### src/rtl/stks_pkg.sv
// Shared types and constants for the streaming top-k selection block.
// No dependencies; imported by stks_cell, streaming_top_k_selection and tb_top.
package stks_pkg;

  localparam int SCORE_W = 32;
  localparam int INDEX_W = 18;
  localparam int KCFG_W  = 5;
  // wide enough for any cell number and any written count
  localparam int KCMP_W  = 7;

  localparam logic [KCFG_W-1:0] KEEP_COUNT_RESET = 5'd16;
  localparam logic              REG_KEEP_COUNT   = 1'b0;

  typedef enum logic {
    COLLECT,
    DRAIN
  } state_t;

  typedef struct packed {
    logic insert;     // an input beat is taken this cycle
    logic shift_out;  // an output beat is taken; move entries toward cell 0
  } ctrl_t;

endpackage

### src/rtl/stks_cell.sv
// One slot of the sorted store: score, index and valid flag.
// Depends on stks_pkg; a row of these forms streaming_top_k_selection.
module stks_cell
  import stks_pkg::*;
(
  input  logic                      clk,
  input  logic                      rst,
  input  ctrl_t                     ctrl,
  input  logic                      active,
  input  logic signed [SCORE_W-1:0] new_score,
  input  logic [INDEX_W-1:0]        new_index,
  input  logic                      up_beat,
  input  logic signed [SCORE_W-1:0] up_score,
  input  logic [INDEX_W-1:0]        up_index,
  input  logic                      up_valid,
  input  logic signed [SCORE_W-1:0] down_score,
  input  logic [INDEX_W-1:0]        down_index,
  input  logic                      down_valid,
  output logic                      beat,
  output logic signed [SCORE_W-1:0] score,
  output logic [INDEX_W-1:0]        index,
  output logic                      valid,
  output logic                      valid_eff
);

  logic signed [SCORE_W-1:0] score_next;
  logic [INDEX_W-1:0]        index_next;
  logic                      valid_next;

  assign valid_eff = valid && active;
  // equal scores rank below the kept one
  assign beat      = !valid_eff || (new_score > score);

  always_comb begin
    score_next = score;
    index_next = index;
    valid_next = valid;
    if (ctrl.shift_out) begin
      score_next = down_score;
      index_next = down_index;
      valid_next = down_valid;
    end else if (ctrl.insert) begin
      if (!active) begin
        valid_next = 1'b0;
      end else if (up_beat) begin
        score_next = up_score;
        index_next = up_index;
        valid_next = up_valid;
      end else if (beat) begin
        score_next = new_score;
        index_next = new_index;
        valid_next = 1'b1;
      end
    end
  end

  always_ff @(posedge clk) begin
    if (rst) begin
      valid <= 1'b0;
    end else begin
      valid <= valid_next;
    end
  end

  always_ff @(posedge clk) begin
    score <= score_next;
    index <= index_next;
  end

endmodule

### src/rtl/streaming_top_k_selection.sv
// Top level of the streaming top-k selection block: row of stks_cell slots,
// position counter, drain control and APB register. Depends on stks_pkg.
//
//   channel  | handshake             | payload
//   ---------+-----------------------+----------------------------------------
//   input    | in_valid / in_stall   | score, last_score
//   output   | out_valid / out_stall | token_index, token_score, last_result
//   config   | psel/penable/pwrite   | paddr, pwdata, prdata (keep_count)
//
// While a vector streams in, one score is taken every cycle: every cell
// compares against the new score in parallel and the row shifts by one.
// After the beat marked last, in_stall stays high while the kept pairs shift
// out of cell 0, one per output beat. Output stalls simply hold the row. Reset
// clears the valid flags, the position counter and sets keep_count to 16; no
// clearing pass is needed.
module streaming_top_k_selection
  import stks_pkg::*;
#(
  parameter int MAX_KEEP  = 16,
  parameter int MAX_ITEMS = 262144
) (
  input  logic                      clk,
  input  logic                      rst,
  input  logic                      in_valid,
  output logic                      in_stall,
  input  logic signed [SCORE_W-1:0] score,
  input  logic                      last_score,
  output logic                      out_valid,
  input  logic                      out_stall,
  output logic [INDEX_W-1:0]        token_index,
  output logic signed [SCORE_W-1:0] token_score,
  output logic                      last_result,
  input  logic                      psel,
  input  logic                      penable,
  input  logic                      pwrite,
  input  logic [2:0]                paddr,
  input  logic [31:0]               pwdata,
  output logic [31:0]               prdata,
  output logic                      pready
);

  localparam int POS_W = (MAX_ITEMS > 1) ? $clog2(MAX_ITEMS) : 1;

  state_t state, state_next;
  ctrl_t  ctrl;

  logic [KCFG_W-1:0] keep_count;
  logic [KCMP_W-1:0] keep_eff;
  logic [POS_W-1:0]  position, position_next;
  logic [POS_W+INDEX_W-1:0] pos_wide;
  logic [INDEX_W-1:0] cur_index;

  logic in_take, out_take;

  logic signed [SCORE_W-1:0] cell_score [MAX_KEEP+1];
  logic [INDEX_W-1:0]        cell_index [MAX_KEEP+1];
  logic [MAX_KEEP:0]         cell_valid;
  logic [MAX_KEEP-1:0]       cell_veff;
  logic [MAX_KEEP-1:0]       cell_beat;

  // configuration
  assign pready = 1'b1;

  always_ff @(posedge clk) begin
    if (rst) begin
      keep_count <= KEEP_COUNT_RESET;
    end else if (psel && penable && pwrite && paddr[2] == REG_KEEP_COUNT) begin
      keep_count <= pwdata[KCFG_W-1:0];
    end
  end

  assign prdata = (paddr[2] == REG_KEEP_COUNT) ? {{(32-KCFG_W){1'b0}}, keep_count} : 32'd0;

  // zero acts as one; counts above the row length fall off its end
  assign keep_eff = (keep_count == '0) ? KCMP_W'(1) : KCMP_W'(keep_count);

  assign in_take  = in_valid && !in_stall;
  assign out_take = out_valid && !out_stall;

  assign ctrl = '{insert: in_take, shift_out: out_take};

  // position counter
  always_comb begin
    position_next = position;
    if (in_take) begin
      if (last_score || position == POS_W'(MAX_ITEMS - 1)) begin
        position_next = '0;
      end else begin
        position_next = position + POS_W'(1);
      end
    end
  end

  always_ff @(posedge clk) begin
    if (rst) begin
      position <= '0;
    end else begin
      position <= position_next;
    end
  end

  assign pos_wide  = {{INDEX_W{1'b0}}, position};
  assign cur_index = pos_wide[INDEX_W-1:0];

  // row of cells; the slot past the end feeds an empty entry during drain
  assign cell_score[MAX_KEEP]  = '0;
  assign cell_index[MAX_KEEP]  = '0;
  assign cell_valid[MAX_KEEP]  = 1'b0;

  for (genvar i = 0; i < MAX_KEEP; i++) begin : g_cell
    logic up_beat;
    logic signed [SCORE_W-1:0] up_score;
    logic [INDEX_W-1:0] up_index;
    logic up_valid;

    if (i == 0) begin : g_head
      assign up_beat  = 1'b0;
      assign up_score = '0;
      assign up_index = '0;
      assign up_valid = 1'b0;
    end else begin : g_body
      assign up_beat  = cell_beat[i-1];
      assign up_score = cell_score[i-1];
      assign up_index = cell_index[i-1];
      assign up_valid = cell_veff[i-1];
    end

    stks_cell u_cell (
      .clk        (clk),
      .rst        (rst),
      .ctrl       (ctrl),
      .active     (KCMP_W'(i) < keep_eff),
      .new_score  (score),
      .new_index  (cur_index),
      .up_beat    (up_beat),
      .up_score   (up_score),
      .up_index   (up_index),
      .up_valid   (up_valid),
      .down_score (cell_score[i+1]),
      .down_index (cell_index[i+1]),
      .down_valid (cell_valid[i+1]),
      .beat       (cell_beat[i]),
      .score      (cell_score[i]),
      .index      (cell_index[i]),
      .valid      (cell_valid[i]),
      .valid_eff  (cell_veff[i])
    );
  end

  // control
  always_comb begin
    state_next = state;
    case (state)
      COLLECT: if (in_take && last_score) state_next = DRAIN;
      DRAIN:   if (out_take && last_result) state_next = COLLECT;
      default: state_next = COLLECT;
    endcase
  end

  always_ff @(posedge clk) begin
    if (rst) begin
      state <= COLLECT;
    end else begin
      state <= state_next;
    end
  end

  always_comb begin
    in_stall  = 1'b0;
    out_valid = 1'b0;
    case (state)
      COLLECT: begin
        in_stall  = 1'b0;
        out_valid = 1'b0;
      end
      DRAIN: begin
        in_stall  = 1'b1;
        out_valid = 1'b1;
      end
      default: begin
        in_stall  = 1'b1;
        out_valid = 1'b0;
      end
    endcase
  end

  assign token_score = cell_score[0];
  assign token_index = cell_index[0];
  assign last_result = !cell_valid[1];

  // checks
  a_drain_has_entry: assert property (@(posedge clk) disable iff (rst)
    state == DRAIN |-> cell_valid[0])
    else $error("drain with empty head cell");

  a_contiguous: assert property (@(posedge clk) disable iff (rst)
    (cell_valid & (cell_valid + 1'b1)) == '0)
    else $error("valid entries not packed toward cell 0");

  a_last_starts_drain: assert property (@(posedge clk) disable iff (rst)
    in_take && last_score |=> state == DRAIN && out_valid)
    else $error("last beat did not start the report");

  a_drain_empties: assert property (@(posedge clk) disable iff (rst)
    out_take && last_result |=> cell_valid == '0 && position == '0)
    else $error("store not empty after report");

endmodule

### config.mk
export PLATFORM = sky130hd
export DESIGN_NAME = streaming_top_k_selection
export DESIGN_NICKNAME = d
export VERILOG_FILES = /design/src/rtl/stks_pkg.sv /design/src/rtl/stks_cell.sv /design/src/rtl/streaming_top_k_selection.sv
export SDC_FILE = /design/constraint.sdc
export NUM_CORES = 2
export LEC_CHECK = 0
export BUFFER_PORTS_ARGS = -buffer_cell sky130_fd_sc_hd__clkbuf_2
export CAP_MARGIN = 20
export CELL_PAD_IN_SITES_DETAIL_PLACEMENT = 1
export CELL_PAD_IN_SITES_GLOBAL_PLACEMENT = 1
export CORE_MARGIN = 10
export CORE_UTILIZATION = 45
export CTS_BUF_LIST = sky130_fd_sc_hd__clkbuf_8 sky130_fd_sc_hd__clkbuf_16
export CTS_CLUSTER_SIZE = 14
export DETAILED_ROUTE_END_ITERATION = 6
export PLACE_DENSITY_LB_ADDON = 0.3
export RECOVER_POWER = 50
export SETUP_SLACK_MARGIN = 0.05
export SLEW_MARGIN = 5
export SYNTH_ARGS = -nofsm -noshare
export SYNTH_HDL_FRONTEND = slang
export SYNTH_SLANG_ARGS = --single-unit
export TNS_END_PERCENT = 100
### constraint.sdc
create_clock -name clk -period 14.8 [get_ports clk]
set_clock_uncertainty 0.05 [all_clocks]
set_input_delay 2.22 -clock clk [delete_from_list [all_inputs] [get_ports clk]]
set_output_delay 2.22 -clock clk [all_outputs]
set_load 0.01 [all_outputs]
==> metrics.md <==
| Metric | Value |
|---|---|
| Post-CTS Setup Repair Bufs | 0 |
| Yosys cell types | between 80 and 90 |
| WL final | between 150000 and 200000 µm |
| Setup TNS after final layout | 0 ns |
| Final ANT Viol Nets | 0 |
| Share of cells above drive strength 1 | 0.05427 |
| Sw Pwr | 0.002558 W |
| Die ar. | around 140000 µm² |
| Hold Crit Class | flip-flop to flip-flop |
| Yosys top cell by area | edfxtp_1 |
| Crit end category | flip-flop |
| Vias per cell | about 6.4 |
| Met3 Wirelength | ~12000 µm |
| Largest net degree at the start of global routing | ~210 |
| Critical path class | input port to flip-flop |
| Clock sink total | 840 |
| Syn Std Cell Area | approximately 55000 µm² |
| Pint | about 0.0052 W |
| Crit path DAT | approximately 10 ns |
| DRT iter0 DRCs | just over 4000 |
| Ys Warns | 0 |
| Via count | approximately 46000 |
| Max Buffers Root-to-Sink | 3 |
| Synth cell count leaders | edfxtp_1, inv_1, ha_1 |
| Total CTS buffers | 96 |
| Tmin final | 10.14 ns |
| Combinational share of power | 0.258 |
| Initial Utilization | 0.4526 |
| Placer congestion estimate | around 0.90 |
| Setup Viol. Count Final | 0 |
| Post-CTS Hold Fix Bufs | 0 |
| R2R depth | 5 |
| Switching part of the total | 0.3315 |
| Clock root cell | clkbuf_16 |
| Area growth syn-to-layout | 7.504% |
| Detailed Place HPWL | 132600 µm |
| HP Start | g_cell[15].u_cell.index[4]$_SDFFE_PP0P_ |
| Initial antenna violation count | 0 |
| Seq/Total Area, Yosys | 0.4415 |
| Final std cells w/o fill | about 7000 |
| CTS tree | yes |
| Max-cap violations | 26 |
| Placed cells | 6952 |
| Top-count cell post-synth | edfxtp_1 |
| Met1 Wirelength | between 80000 and 90000 µm |
| Vias in the first global route | between 40000 and 50000 |
| Critical R2R Capture | g_cell[0].u_cell.score[28]$_DFFE_PP_ |
| Mapped Cells | around 5600 |
| Post-synth top area share | 0.4088 |
| Worst Hold Endpoint | g_cell[15].u_cell.index[4]$_SDFFE_PP0P_ |
| Crit Path Max Fanout | 68 |
| Final Max Tran Viols | 1423 |
| Area contributors post-synth | edfxtp_1, ha_1, mux2i_1 |
| Status | finished, violations left |
| Avg Cell Area, Syn | 9.798 µm² |
| RSZ-0062 raised after global routing | false |
| Clk_lat worst skew | slightly above 0.7 ns |
| R2R Path Start | state$_SDFF_PP0_ |
| Highest metal used | met4 |
| Most common flop cell mapped by yosys | edfxtp_1 |
| Die width | approximately 370 µm |
| Final period util | 0.6849 |
| Failing checks | capacitance limit, slew limit |
| CP Launch Type | input port |
| CORE AREA | around 120000 µm² |
| Hold Path Depth | 2 |
| GR Util All Layers | 0.2579 |
| First-pass DRT Iterations | 6 |
| First-pass GRT wire length | roughly 280000 µm |
| Post-synth EDFFs | 750 |
| Fmax | around 100 MHz |
| PD cells | roughly 130 nW/µm² |
| Final nets | roughly 6000 |
| WL/cell | 25.59 µm |
| Clk slew on worst S/H paths | approximately 0.06 ns |
| Htree depth | 3 |
| Rel. slew slack | -1.826 |
| Lkg Pwr | about 24 nW |
| Power share of the clock group | 0.302 |
| Io pins | ~160 |
| Req. time, crit path | between 15 and 20 ns |
| Die Y | ~370 µm |
| Worst Max-Slew Pin Slew | 4.239 ns |
| Met2 wire len | ~81000 µm |
| Fillers | approximately 14000 |
| DRC violations left | 0 |
| Post-synth ARST share | 0 |
| VDD IR-drop max | between 0.00009 and 0.0001 V |
| Synthesized flop and latch total | between 800 and 900 |
| Post-CTS sizing | 0 |
| Site row count | 128 |
| GR Overflow Total | 0 |
| R2R setup slack | between 6 and 7 ns |
| PortBufs | 103 |
| Final hold vios | 0 |
| Register share of total power | 0.440 |
## kinds of logic after synthesis
kind of cell / share of synthesized area
and+or+nand+nor: 0.1300
AOI/OAI and AO/OA: 0.1843
buffers and inverters: 0.07918
DFF: 0.4415
adders and majority gates: 0.1165
muxes: 0.04581
xor gates and xnor gates: 0.002544
other: 0.0001363
## worst max-delay path by stage
stage / start / slack [ns] / cells past startpoint / endpoint
floorplan: score[0] / 7.76 / 12 / g_cell[14].u_cell.index[0]$_DFFE_PP_
global placement: score[31] / 7.61 / 12 / g_cell[9].u_cell.index[14]$_DFFE_PP_
detailed placement: score[31] / 7.56 / 12 / g_cell[9].u_cell.index[14]$_DFFE_PP_
CTS: score[31] / 8.31 / 12 / g_cell[9].u_cell.index[14]$_DFFE_PP_
global route: out_stall / 4.06 / 7 / g_cell[8].u_cell.score[2]$_DFFE_PP_
finish: out_stall / 4.66 / 6 / g_cell[0].u_cell.score[28]$_DFFE_PP_
## critical path, cell delays in order
cell and delay (ns):
clkbuf_1 0.14, nand2b_1 1.89, clkbuf_1 2.43, buf_4 0.88, clkbuf_1 2.22, o21ai_0 0.42
## state kept, by name (all words and copies together) (netlist names)
register,count
g_cell.u_cell.index,288
cur_index,18
g_cell.u_cell.score,512
g_cell.u_cell.valid,16
state,1
keep_count,5
## power groups by stage
| stage | sequential, W | clock, W | combinational [W] |
|---|---|---|---|
| 2_1_floorplan | 0.00331 | 0 | 0.00140 |
| 3_3_place_gp | 0.00340 | 0 | 0.00183 |
| 3_5_place_dp | 0.00343 | 0 | 0.00195 |
| 4_1_cts | 0.00338 | 0.00236 | 0.00197 |
| 5_1_grt | 0.00343 | 0.00245 | 0.00222 |
| 6_report | 0.00339 | 0.00233 | 0.00199 |
## placed cells by master (no fill, tap or decap), types with 9 or more instances in the layout
cell and count:
edfxtp_1 750, inv_1 551, ha_1 513, nand2_1 414, a21oi_1 394, nand3_1 328
nor2_1 318, o221ai_1 280, mux2i_1 251, o211ai_1 249, nand4_1 226, a211oi_1 113
a21o_1 110, nor3_1 96, clkbuf_16 96, dfxtp_1 90, clkbuf_1 90, o21ai_0 83
buf_4 76, a221o_1 55, clkbuf_2 42, nor2b_1 35, a311oi_1 35, conb_1 28
nor4_1 26, o21a_1 18, clkinv_2 14, o21ai_1 13, clkbuf_8 13, clkinv_1 12
and3_1 10, nand2b_1 9, xor2_1 9
## layout make-up
class	count	area (µm²)	share of cell area
antenna	1	2.502	0.00004226
clock buffer	109	2581	0.04359
clock inverter	70	425.4	0.007183
inverter	519	1948	0.03290
multi-input combinational	3759	26700	0.4509
sequential	840	24320	0.4107
tap	1625	2033	0.03433
timing repair buffer	212	1206	0.02037
## per-layer routing
layer  GRT usage  up-vias
li1            -    20780
met1      0.3673    22790
met2      0.3980     1665
met3     0.03135      274
met4     0.09904        0
met5           0        -
## metrics by stage
step           cell area, µm²  worst slack (ns)  total power, W    util  hold slack, ns
2_1_floorplan           55180             7.760        0.004713       -          0.3887
3_3_place_gp            56390             7.611        0.005236  0.4633          0.3960
3_5_place_dp            56410             7.556        0.005374  0.4634          0.4111
4_1_cts                 59420             8.312        0.007709  0.4881          0.4199
5_1_grt                 59220             4.062        0.008104  0.4865          0.4348
6_report                59220             4.663        0.007716  0.4865          0.4206
(Power assumes the default switching activity.)
